[src/rtl/megm_pkg.sv]
package megm_pkg;

  localparam int MaxSide    = 64;
  localparam int CoordBits  = 20;
  localparam int SideBits   = $clog2(MaxSide + 1);
  localparam int IdxBits    = $clog2(MaxSide * MaxSide);
  localparam int Depth      = MaxSide * MaxSide;
  localparam int CsBits     = 16;
  localparam int DiffBits   = CoordBits + 1;
  localparam int MagBits    = DiffBits + 1;
  localparam int QuoBits    = MagBits;
  localparam int CfgIdxBits = 3;
  localparam int CfgBits    = CoordBits;

  typedef enum logic [1:0] {
    REQ_INSERT = 2'd0,
    REQ_READ   = 2'd1,
    REQ_CLEAR  = 2'd2,
    REQ_NONE   = 2'd3
  } req_e;

  typedef enum logic [2:0] {
    ST_IN_VEHICLE = 3'd0,
    ST_OFF_GRID   = 3'd1,
    ST_NOT_HIGHER = 3'd2,
    ST_RAISED     = 3'd3,
    ST_READ_OK    = 3'd4,
    ST_BAD_INDEX  = 3'd5,
    ST_CLEARED    = 3'd6
  } status_e;

  typedef enum logic [CfgIdxBits-1:0] {
    CFG_VX_MIN = 3'd0,
    CFG_VX_MAX = 3'd1,
    CFG_VY_MIN = 3'd2,
    CFG_VY_MAX = 3'd3,
    CFG_ORG_X  = 3'd4,
    CFG_ORG_Y  = 3'd5,
    CFG_CELL   = 3'd6,
    CFG_SIDE   = 3'd7
  } cfg_e;

  typedef enum logic [2:0] {
    FSM_CLEAR,
    FSM_IDLE,
    FSM_DIV,
    FSM_READ,
    FSM_WAIT,
    FSM_WRITE,
    FSM_OUT
  } fsm_e;

  typedef struct packed {
    logic clr_step;
    logic load;
    logic div_start;
    logic rd;
    logic wr;
    logic out_load;
  } cmd_t;

  typedef struct packed {
    logic clr_done;
    logic div_done;
    logic is_insert;
    logic is_none;
    logic direct;
  } sts_t;

endpackage

[src/rtl/megm_ctrl.sv]
module megm_ctrl (
  input  logic           clk_i,
  input  logic           rst_ni,
  input  logic           in_valid_i,
  output logic           in_ready_o,
  output logic           out_valid_o,
  input  logic           out_ready_i,
  input  megm_pkg::sts_t sts_i,
  output megm_pkg::cmd_t cmd_o
);
  import megm_pkg::*;

  fsm_e state_q, state_d;
  logic ov_q, ov_d;

  always_comb begin
    state_d    = state_q;
    cmd_o      = '0;
    in_ready_o = 1'b0;
    ov_d       = ov_q;
    if (out_ready_i) ov_d = 1'b0;
    unique case (state_q)
      FSM_CLEAR: begin
        cmd_o.clr_step = 1'b1;
        if (sts_i.clr_done) state_d = FSM_IDLE;
      end
      FSM_IDLE: begin
        in_ready_o = 1'b1;
        if (in_valid_i) begin
          cmd_o.load = 1'b1;
          state_d    = FSM_DIV;
        end
      end
      FSM_DIV: begin
        if (sts_i.is_none) begin
          state_d = FSM_IDLE;
        end else if (!sts_i.is_insert) begin
          state_d = sts_i.direct ? FSM_OUT : FSM_READ;
        end else begin
          cmd_o.div_start = 1'b1;
          state_d = FSM_WAIT;
        end
      end
      FSM_WAIT: begin
        if (sts_i.div_done) state_d = FSM_READ;
      end
      FSM_READ: begin
        if (sts_i.direct) begin
          state_d = FSM_OUT;
        end else begin
          cmd_o.rd = 1'b1;
          state_d  = FSM_WRITE;
        end
      end
      FSM_WRITE: begin
        cmd_o.wr = 1'b1;
        state_d  = FSM_OUT;
      end
      FSM_OUT: begin
        if (!ov_q || out_ready_i) begin
          cmd_o.out_load = 1'b1;
          ov_d           = 1'b1;
          state_d        = FSM_IDLE;
        end
      end
      default: state_d = FSM_IDLE;
    endcase
  end

  always_ff @(posedge clk_i or negedge rst_ni) begin
    if (!rst_ni) begin
      state_q <= FSM_CLEAR;
      ov_q    <= 1'b0;
    end else begin
      state_q <= state_d;
      ov_q    <= ov_d;
    end
  end

  assign out_valid_o = ov_q;

  a_ready_idle: assert property (@(posedge clk_i) disable iff (!rst_ni)
    in_ready_o |-> state_q == FSM_IDLE) else $error("ready outside idle");
  a_wr_after_rd: assert property (@(posedge clk_i) disable iff (!rst_ni)
    cmd_o.wr |-> $past(cmd_o.rd)) else $error("write without read");
  a_load_slot: assert property (@(posedge clk_i) disable iff (!rst_ni)
    cmd_o.out_load |-> (!ov_q || out_ready_i)) else $error("result overwritten");

endmodule

[config.mk]
export PLATFORM = sky130hd
export DESIGN_NAME = megm_ctrl
export DESIGN_NICKNAME = d
export VERILOG_FILES = /design/src/rtl/megm_pkg.sv /design/src/rtl/megm_ctrl.sv
export SDC_FILE = /design/constraint.sdc
export NUM_CORES = 1
export LEC_CHECK = 0
export BUFFER_PORTS_ARGS = -buffer_cell sky130_fd_sc_hd__buf_2
export CAP_MARGIN = 20
export CORE_UTILIZATION = 25
export CTS_BUF_LIST = sky130_fd_sc_hd__clkbuf_16
export DETAILED_ROUTE_END_ITERATION = 10
export SLEW_MARGIN = 20
export SYNTH_ARGS = -nofsm -noshare
export SYNTH_HDL_FRONTEND = slang
export SYNTH_SLANG_ARGS = --single-unit
[constraint.sdc]
create_clock -name clk_i -period 1.8 [get_ports clk_i]
set_input_delay 0.36 -clock clk_i [delete_from_list [all_inputs] [get_ports clk_i]]
set_output_delay 0.36 -clock clk_i [all_outputs]
set_load 0.02 [all_outputs]
# [Word level (Yosys, flattened, before mapping)]
# Index checks and enable logic that the tools add are counted.
[word_totals] ff_bits=4 input_bits=9 out_inout_bits=8 elab_cells=40
[op_classes] eq_ne=10 n_mux=24 n_reduce_logical=4
[ops] op="$mux 3" count=7
[ops] op="$pmux 3 s7" count=1
[ops] op="$mux 1" count=15
[ops] op="$eq 3x3->1 const B" count=3
[ops] op="$ne 2x2->1 const B" count=4
[ops] op="$eq 3x2->1 const B" count=2
[ops] op="$reduce_and 4->1" count=1
[ops] op="$eq 3x1->1 const B" count=1
[ops] op="$logic_not 3->1" count=1
[ops] op="$mux 2" count=1
[ops] op="$logic_not 1->1" count=1
[ops] op="$logic_or 1x1->1" count=1

# [Logic depth before layout (Yosys ltp)]
# Gate-level depths: netlist of the first run.
[depth] word_depth=4 ltp_mapped=5 ltp_nobuf=4

# [Worst setup path after synthesis of the first run]
# Ideal clock, no wire load.
[synth_path] path_type="flip-flop to output port" start="register state_q[2]" end="output cmd_o[2] in the netlist's numbering" t_arrival_ns=1.277 t_required_ns=1.440 path_slack_ns=0.163 stages_incl_launch_ff=3 path_buffers=1 cell_sequence="dfrtp_1 > buf_6 > nor4bb_1"
[synth_rtl] item="start, declared" line_no="megm_ctrl.sv:13" text="fsm_e state_q, state_d;"
[synth_rtl] item="start signal, assigned" line_no="megm_ctrl.sv:75" text="state_q <= state_d;"
[synth_rtl] item="end, declared" line_no="megm_ctrl.sv:9" text="output megm_pkg::cmd_t cmd_o"

==> results of run 1 <==
==> per-layer routing <==
metal  routed length [um]  vias to the layer above  part of all wire  GRT usage
li1                     -                      188                 -          -
met4                    0                        0                 0      0.103
met3                   25                        0             0.032     0.0341
met5                    0                        -                 0          0
met1                  381                      159              0.49      0.135
met2                  377                        8              0.48      0.189
==> cell type report <==
| type | count | area, sq um | share of cell area |
|---|---|---|---|
| well taps | 15 | 18.8 | 0.0368 |
| multi-input cells | 33 | 216 | 0.424 |
| inverters | 2 | 7.51 | 0.0147 |
| clock buffers | 3 | 75.1 | 0.147 |
| repair buffers | 17 | 90.1 | 0.176 |
| flip-flops and latches | 4 | 103 | 0.201 |
==> kinds of logic after synthesis <==
group           count (synthesis)
simple gates                   19
compound gates                 13
buf+inv                         5
flops                           4
mux                             1
==> flip-flops by register name, indices dropped and copies added, names as in the netlist <==
register	count
out_valid_o	1
state_q	3
==> synth_stat cells (all sizes together), types with 2 or more instances <==
| cell | instances |
|---|---|
| a21oi | 3 |
| nand2b | 2 |
| nor3 | 3 |
| nand2 | 2 |
| inv | 2 |
| dfrtp | 4 |
| nor2 | 6 |
| nor2b | 2 |
| buf | 3 |
==> per-stage QoR <==
step	area (sq um)	cells	hold slack [ns]	util	power, W
floorplan	354	42	0.0644	-	0.000638
CTS	508	74	0.462	0.390	0.00105
global route	510	74	0.465	0.392	0.00113
finish	510	74	0.462	0.392	0.00105
detailed placement	423	70	0.166	0.325	0.000703
global placement	423	70	0.165	0.325	0.000696
==> critical path, delay by kind of cell (launching register included) <==
kind	cells	cell delay, ns
simple gates	2	0.44
buf+inv	1	0.16
flops	1	0.51
==> power by group <==
part	switching, W	total (W)	internal, W
clock network	0.0000560	0.000339	0.000283
logic	0.000240	0.000441	0.000201
registers	0.000124	0.000266	0.000143
total	0.000419	0.00105	0.000627
==> worst paths after layout <==
path                                               end              startpoint  slack [ns]  depth (start not counted)
worst max-delay path                          cmd_o[3]  state_q[2]$_DFFE_PN0P_        0.12                          3
worst min-delay path            state_q[2]$_DFFE_PN0P_                sts_i[1]        0.46                          3
worst max register to register  state_q[0]$_DFFE_PN0P_  state_q[2]$_DFFE_PN0P_        0.44                          4
worst min register to register   out_valid_o$_DFF_PN0_   out_valid_o$_DFF_PN0_        0.56                          2
max in group asynchronous       state_q[1]$_DFFE_PN0P_                  rst_ni        1.19                          2
min in group asynchronous       state_q[2]$_DFFE_PN0P_                  rst_ni        0.48                          2
==> what timing repair did <==
action / in CTS / in global routing
hold buffers: 1 / 0
resized for setup: 0 / 2
setup endpoints to repair: 0 / 1
hold endpoints to repair: 4 / 0
==> summary.txt, run 1 <==
STA
  – Slew @ Worst Pin: slightly above 0.4 ns
  – Fmax: between 0.5 and 0.6 GHz
  – Post-route clock period utilization: 0.934
  – Setup ws final: between 0.1 and 0.15 ns
  – Final hold vios: 0
  – Fin crit period: approximately 1.7 ns
  – # setup viols final: 0
  – Max-slew headroom: 0.731
  – Final Max Slew Viols: 0
  – Setup tns final: 0 ns
  – Max Clock Skew: about 0.00093 ns
  – RSZ-0062 raised after global routing: no

Clock tree
  – Clock transition at the registers of the reported paths: about 0.030 ns
  – Clk root buf: clkbuf_16
  – H-tree level count: 1
  – Clock buffer count from CTS: 3
  – Later-pin clock latency in the skew report: roughly 0.22 ns
  – Clock buffer depth: 2
  – # Post-CTS Setup Buffers: 0
  – Clk sinks: 4
  – CTS tree: built

Placement
  – DP HPWL: about 600 um
  – Pre-CTS WS: 0.297 ns
  – Port Buffer Count: 16
  – RD Place Congestion: 0.795

Floorplan
  – Die Ht: between 30 and 40 um
  – Ports: 17
  – FP Rows: 13
  – Die Wd: 39.6 um
  – Starting density of the core: 0.272
  – Die area: 1570 sq um
  – Core footprint: about 1300 sq um

Detailed routing
  – DRC errors left: 0
  – Routed len/inst: 10.6 um
  – Vias: around 360
  – Initial drt markers: 10
  – Antenna viol nets, final: 0
  – Total wire length: approximately 800 um
  – Vias/cell: around 4.8
  – TritonRoute pass-1 iters: 3

Power and ir drop
  – Leak: 0.241 nW
  – VDD IR-drop max: a little under 0.9 mV
  – Power per cell area: just over 2000 nW/um^2

Synthesis
  – Synth area leader: dfrtp_1
  – Yosys Warn Count: 0
  – Most used flip-flop cell after synthesis: dfrtp_1
  – Main combinational cell family by area after synthesis: simple AND/OR/NAND/NOR gates
  – Post-Synth Simple-Gate Area: 0.297
  – Synth async-reset ratio: 1.00
  – Top cells by area, synth: dfrtp_1 (28%), buf_6 (6.4%), nor2_1 (6.4%)
  – Cell Area, Synth: roughly 350 sq um
  – Post-synthesis mux area share: 0.0283
  – Synth Area in XOR/XNOR: 0
  – Syn Inst Count: 42
  – Synth Area in Adders: 0
  – Top cell type's share of synthesized area: 0.283
  – Post-synthesis sequential area ratio: 0.283
  – Synth Register Bits: 4
  – Net Count, Synth: just over 50
  – Syn Area/Cell: 8.43 sq um
  – Synth Area in Compound Gates: 0.286
  – Distinct cells, synth: 27
  – Post-synth EDFFs: 0

Min path
  – Worst hold path class: primary input to flip-flop

GRT
  – First-pass GRT wire length: approximately 1.2 mm
  – Largest net degree at the start of global routing: 16
  – Global route overflow: 0
  – Initial antenna violation count: 0
  – Vias in the first global route: 306
  – Total global-route track usage: 0.122

Layout
  – Commonest non-fill, non-tap cells in the layout: buf_2 (16), nor2_1 (6), nor3_1 (3), a21oi_1 (3), clkbuf_16 (3)
  – Nets: 70
  – Area Growth Syn to Fin: 44.2%
  – Fraction of layout cells with a size suffix above 1: 0.424
  – # diodes: 0
  – Commonest non-fill, non-tap cell in the layout: buf_2
  – Layout fillers: between 100 and 150

Critical path
  – Required time of the critical path: between 1 and 1.5 ns
  – Worst setup path category: flip-flop to primary output
  – Crit path largest cell delay: between 0.5 and 0.6 ns
  – Slowest CP cell: dfrtp_1
  – Max FO, Critical Path: 14
  – Ordered list of cells on the worst path: nor2_1 > and3_1 > buf_2
  – Crit end category: primary output
  – WP data arrival: roughly 1.3 ns
  – Critical Path Source Type: flip-flop

Outcome
  – Outcome: finished, final reports clean

Run
  – Max-cap violations: 0
Power figures use the tool's default switching activity.
==> inputs of run 2 (changes only) <==
--- a/config.mk
+++ b/config.mk
@@ -7,10 +7,14 @@
 export LEC_CHECK = 0
 export BUFFER_PORTS_ARGS = -buffer_cell sky130_fd_sc_hd__buf_2
 export CAP_MARGIN = 20
+export CELL_PAD_IN_SITES_DETAIL_PLACEMENT = 0
+export CELL_PAD_IN_SITES_GLOBAL_PLACEMENT = 1
 export CORE_UTILIZATION = 25
 export CTS_BUF_LIST = sky130_fd_sc_hd__clkbuf_16
+export CTS_CLUSTER_DIAMETER = 60
 export DETAILED_ROUTE_END_ITERATION = 10
-export SLEW_MARGIN = 20
+export PLACE_DENSITY_LB_ADDON = 0.1
+export SLEW_MARGIN = 10
 export SYNTH_ARGS = -nofsm -noshare
 export SYNTH_HDL_FRONTEND = slang
 export SYNTH_SLANG_ARGS = --single-unit
==> run 2 against run 1 <==
Via count up 4.5%; non-clock buffer count up 1; core utilization up 0.67 points; combinational power up 8.2%; largest power group unchanged; global-route usage up 1.9 points; clock-buffer cell count unchanged; sequential share of layout area down 0.58 points; die area unchanged; total power up 3.8%; sequential power about the same.
==> summary.txt, run 2 (synthesis gave the netlist of run 1 again) <==
Outcome
  – Outcome: finished, final reports clean (unchanged)

Layout
  – Commonest non-fill, non-tap cell in the layout: buf_2 (unchanged)
  – Commonest non-fill, non-tap cells in the layout: buf_2 (16), nor2_1 (5) (was buf_2 (16), nor2_1 (6), nor3_1 (3), a21oi_1 (3), clkbuf_16 (3))
  – # diodes: 0 (unchanged)
  – Register with the most flip-flops: state_q (unchanged)
  – Layout fillers: 147 (was 146)
  – Storage cell area: 101 sq um (was 103 sq um)
  – Nets: 71 (was 70)
  – Max FFs per register: 3 (unchanged)
  – Fraction of layout cells with a size suffix above 1: 0.433 (was 0.424)
  – Area occupied by multi-input gates: 219 sq um (was 216 sq um)
  – Area Growth Syn to Fin: 46.6% (was 44.2%)

GRT
  – Met1 Track Usage GR: 0.179 (was 0.135)
  – Total global-route track usage: 0.141 (was 0.122)
  – Met3 Resource Use GR: 0.0511 (was 0.0341)
  – Largest net degree at the start of global routing: 16 (unchanged)
  – Vias in the first global route: 307 (was 306)
  – Initial antenna violation count: 0 (unchanged)
  – Global route overflow: 0 (unchanged)
  – Met2 GRT Util: 0.189 (unchanged)
  – First-pass GRT wire length: 1.39 mm (was 1.21 mm)
  – Gr busiest metal: met2 (unchanged)

Critical path
  – Critical Path Source Type: flip-flop (unchanged)
  – Slowest CP cell: dfrtp_1 (unchanged)
  – Worst setup path category: flip-flop to primary output (unchanged)
  – WP data arrival: 1.33 ns (was 1.32 ns)
  – Required time of the critical path: 1.44 ns (about the same)
  – Crit end category: primary output (unchanged)
  – Ordered list of cells on the worst path: nand2_2 > nor3_1 > buf_2 (was nor2_1 > and3_1 > buf_2)
  – Buf+Inv Stages, Crit Path: 1 (unchanged)
  – Max FO, Critical Path: 14 (unchanged)
  – Crit-path leading delay family: flip-flops (unchanged)
  – Crit path largest cell delay: 0.60 ns (was 0.51 ns)

Power and ir drop
  – Seq pwr share: 0.243 (was 0.255)
  – Switch share: 0.410 (was 0.401)
  – Power per cell area: 2090 nW/um^2 (was 2050 nW/um^2)
  – Clock power share: 0.318 (was 0.324)
  – Logic pwr share: 0.439 (was 0.421)
  – Switching Power: 0.000445 W (was 0.000419 W)
  – VDD IR-drop max: 1.04 mV (was 0.882 mV)
  – Pint: 0.000640 W (was 0.000627 W)
  – Leak: 0.247 nW (was 0.241 nW)

Floorplan
  – Starting density of the core: 0.272 (unchanged)
  – FP Rows: 13 (unchanged)
  – Die Wd: 39.6 um (unchanged)
  – Die Ht: 39.6 um (unchanged)
  – Die area: 1570 sq um (unchanged)
  – Ports: 17 (unchanged)
  – Core footprint: 1300 sq um (unchanged)

STA
  – Final Max Slew Viols: 0 (unchanged)
  – Final hold vios: 0 (unchanged)
  – Worst hold margin: 0.464 ns (was 0.462 ns)
  – Fin crit period: 1.69 ns (was 1.68 ns)
  – # setup viols final: 0 (unchanged)
  – Slew @ Worst Pin: 0.446 ns (was 0.404 ns)
  – Max-slew headroom: 0.702 (was 0.731)
  – Max Clock Skew: 0.00380 ns (was 0.000932 ns)
  – Setup ws final: 0.107 ns (was 0.119 ns)
  – RSZ-0062 raised after global routing: no (unchanged)
  – Setup tns final: 0 ns (unchanged)
  – Post-route clock period utilization: 0.941 (was 0.934)
  – Fmax: 0.591 GHz (was 0.595 GHz)

Detailed routing
  – Routed len/inst: 12.2 um (was 10.6 um)
  – Vias/cell: 4.95 (was 4.80)
  – Vias: 371 (was 355)
  – Antenna viol nets, final: 0 (unchanged)
  – Total wire length: 916 um (was 784 um)
  – Initial drt markers: 4 (was 10)
  – TritonRoute pass-1 iters: 4 (was 3)
  – DRC errors left: 0 (unchanged)

Placement
  – RD Place Congestion: 0.701 (was 0.795)
  – Pre-CTS WS: 0.266 ns (was 0.297 ns)
  – Port Buffer Count: 16 (unchanged)
  – DP HPWL: 616 um (was 589 um)

Min path
  – Worst hold path class: primary input to flip-flop (unchanged)

Run
  – Max-cap violations: 0 (unchanged)

Clock tree
  – Clock transition at the registers of the reported paths: 0.03 ns (about the same)
  – Clk root buf: clkbuf_16 (unchanged)
  – Clock buffer depth: 2 (unchanged)
  – CTS tree: built (unchanged)
  – Clk sinks: 4 (unchanged)
  – # Post-CTS Setup Buffers: 0 (unchanged)
  – H-tree level count: 1 (unchanged)
  – Later-pin clock latency in the skew report: 0.22 ns (about the same)
  – Clock buffer count from CTS: 3 (unchanged)
run 2: cell types whose count changed in the layout (fill, tap and decap cells not counted):
cell     before  now
buf_4         0    1
dfrtp_2       2    1
nor2_2        0    1
dfrtp_1       2    3
nor2_1        6    5
run 2: metal layers:
| metal | share of wire | vias up |
|---|---|---|
| li1 | - | 191 |
| met4 | 0 | 0 |
| met5 | 0 | - |
| met1 | 0.47 | 172 |
| met2 | 0.48 | 8 |
| met3 | 0.043 | 0 |
run 2: final cells by class:
class,count,area share
tap,15,0.0361
multi-input combinational,33,0.422
sequential,4,0.195
clock buffer,3,0.145
timing repair buffer,18,0.188
inverter,2,0.0145
run 2: worst paths after layout:
kind / to / slack, ns / from / cells past startpoint
setup / recovery: cmd_o[0] / 0.11 / state_q[2]$_DFFE_PN0P_ / 3
hold / removal: state_q[2]$_DFFE_PN0P_ / 0.46 / sts_i[1] / 3
setup reg to reg: state_q[0]$_DFFE_PN0P_ / 0.39 / state_q[2]$_DFFE_PN0P_ / 4
hold reg to reg: out_valid_o$_DFF_PN0_ / 0.59 / out_valid_o$_DFF_PN0_ / 2
max in group asynchronous: state_q[0]$_DFFE_PN0P_ / 1.20 / rst_ni / 2
min in group asynchronous: out_valid_o$_DFF_PN0_ / 0.47 / rst_ni / 2
run 2: worst register-to-register path: cells and delay by family (launching register included):
| kind | cells | cell delay (ns) |
|---|---|---|
| compound gates | 2 | 0.25 |
| flops | 1 | 0.60 |
| mux | 1 | 0.22 |
| simple gates | 1 | 0.24 |
run 2: repair_timing:
item | in CTS | in global routing
endpoints found under the hold margin | 4 | 0
gates resized for setup | 0 | 2
hold buffers | 1 | 0
endpoints found under the setup margin | 0 | 2
run 2: power by group through the flow:
stage                     combinational [W]  sequential (W)  clock, W
final                              0.000477        0.000264  0.000345
after global routing               0.000530        0.000281  0.000359
after CTS                          0.000482        0.000252  0.000350
after detailed placement           0.000473        0.000252         0
after global placement             0.000472        0.000252         0
after floorplan                    0.000445        0.000193         0
run 2: metrics by stage:
step | cells | util | instance area [sq um] | power [W]
6_report | 75 | 0.399 | 519 | 0.00109
5_1_grt | 75 | 0.399 | 519 | 0.00117
4_1_cts | 75 | 0.396 | 515 | 0.00108
3_5_place_dp | 71 | 0.331 | 430 | 0.000725
3_3_place_gp | 71 | 0.331 | 430 | 0.000724
2_1_floorplan | 42 | - | 354 | 0.000638
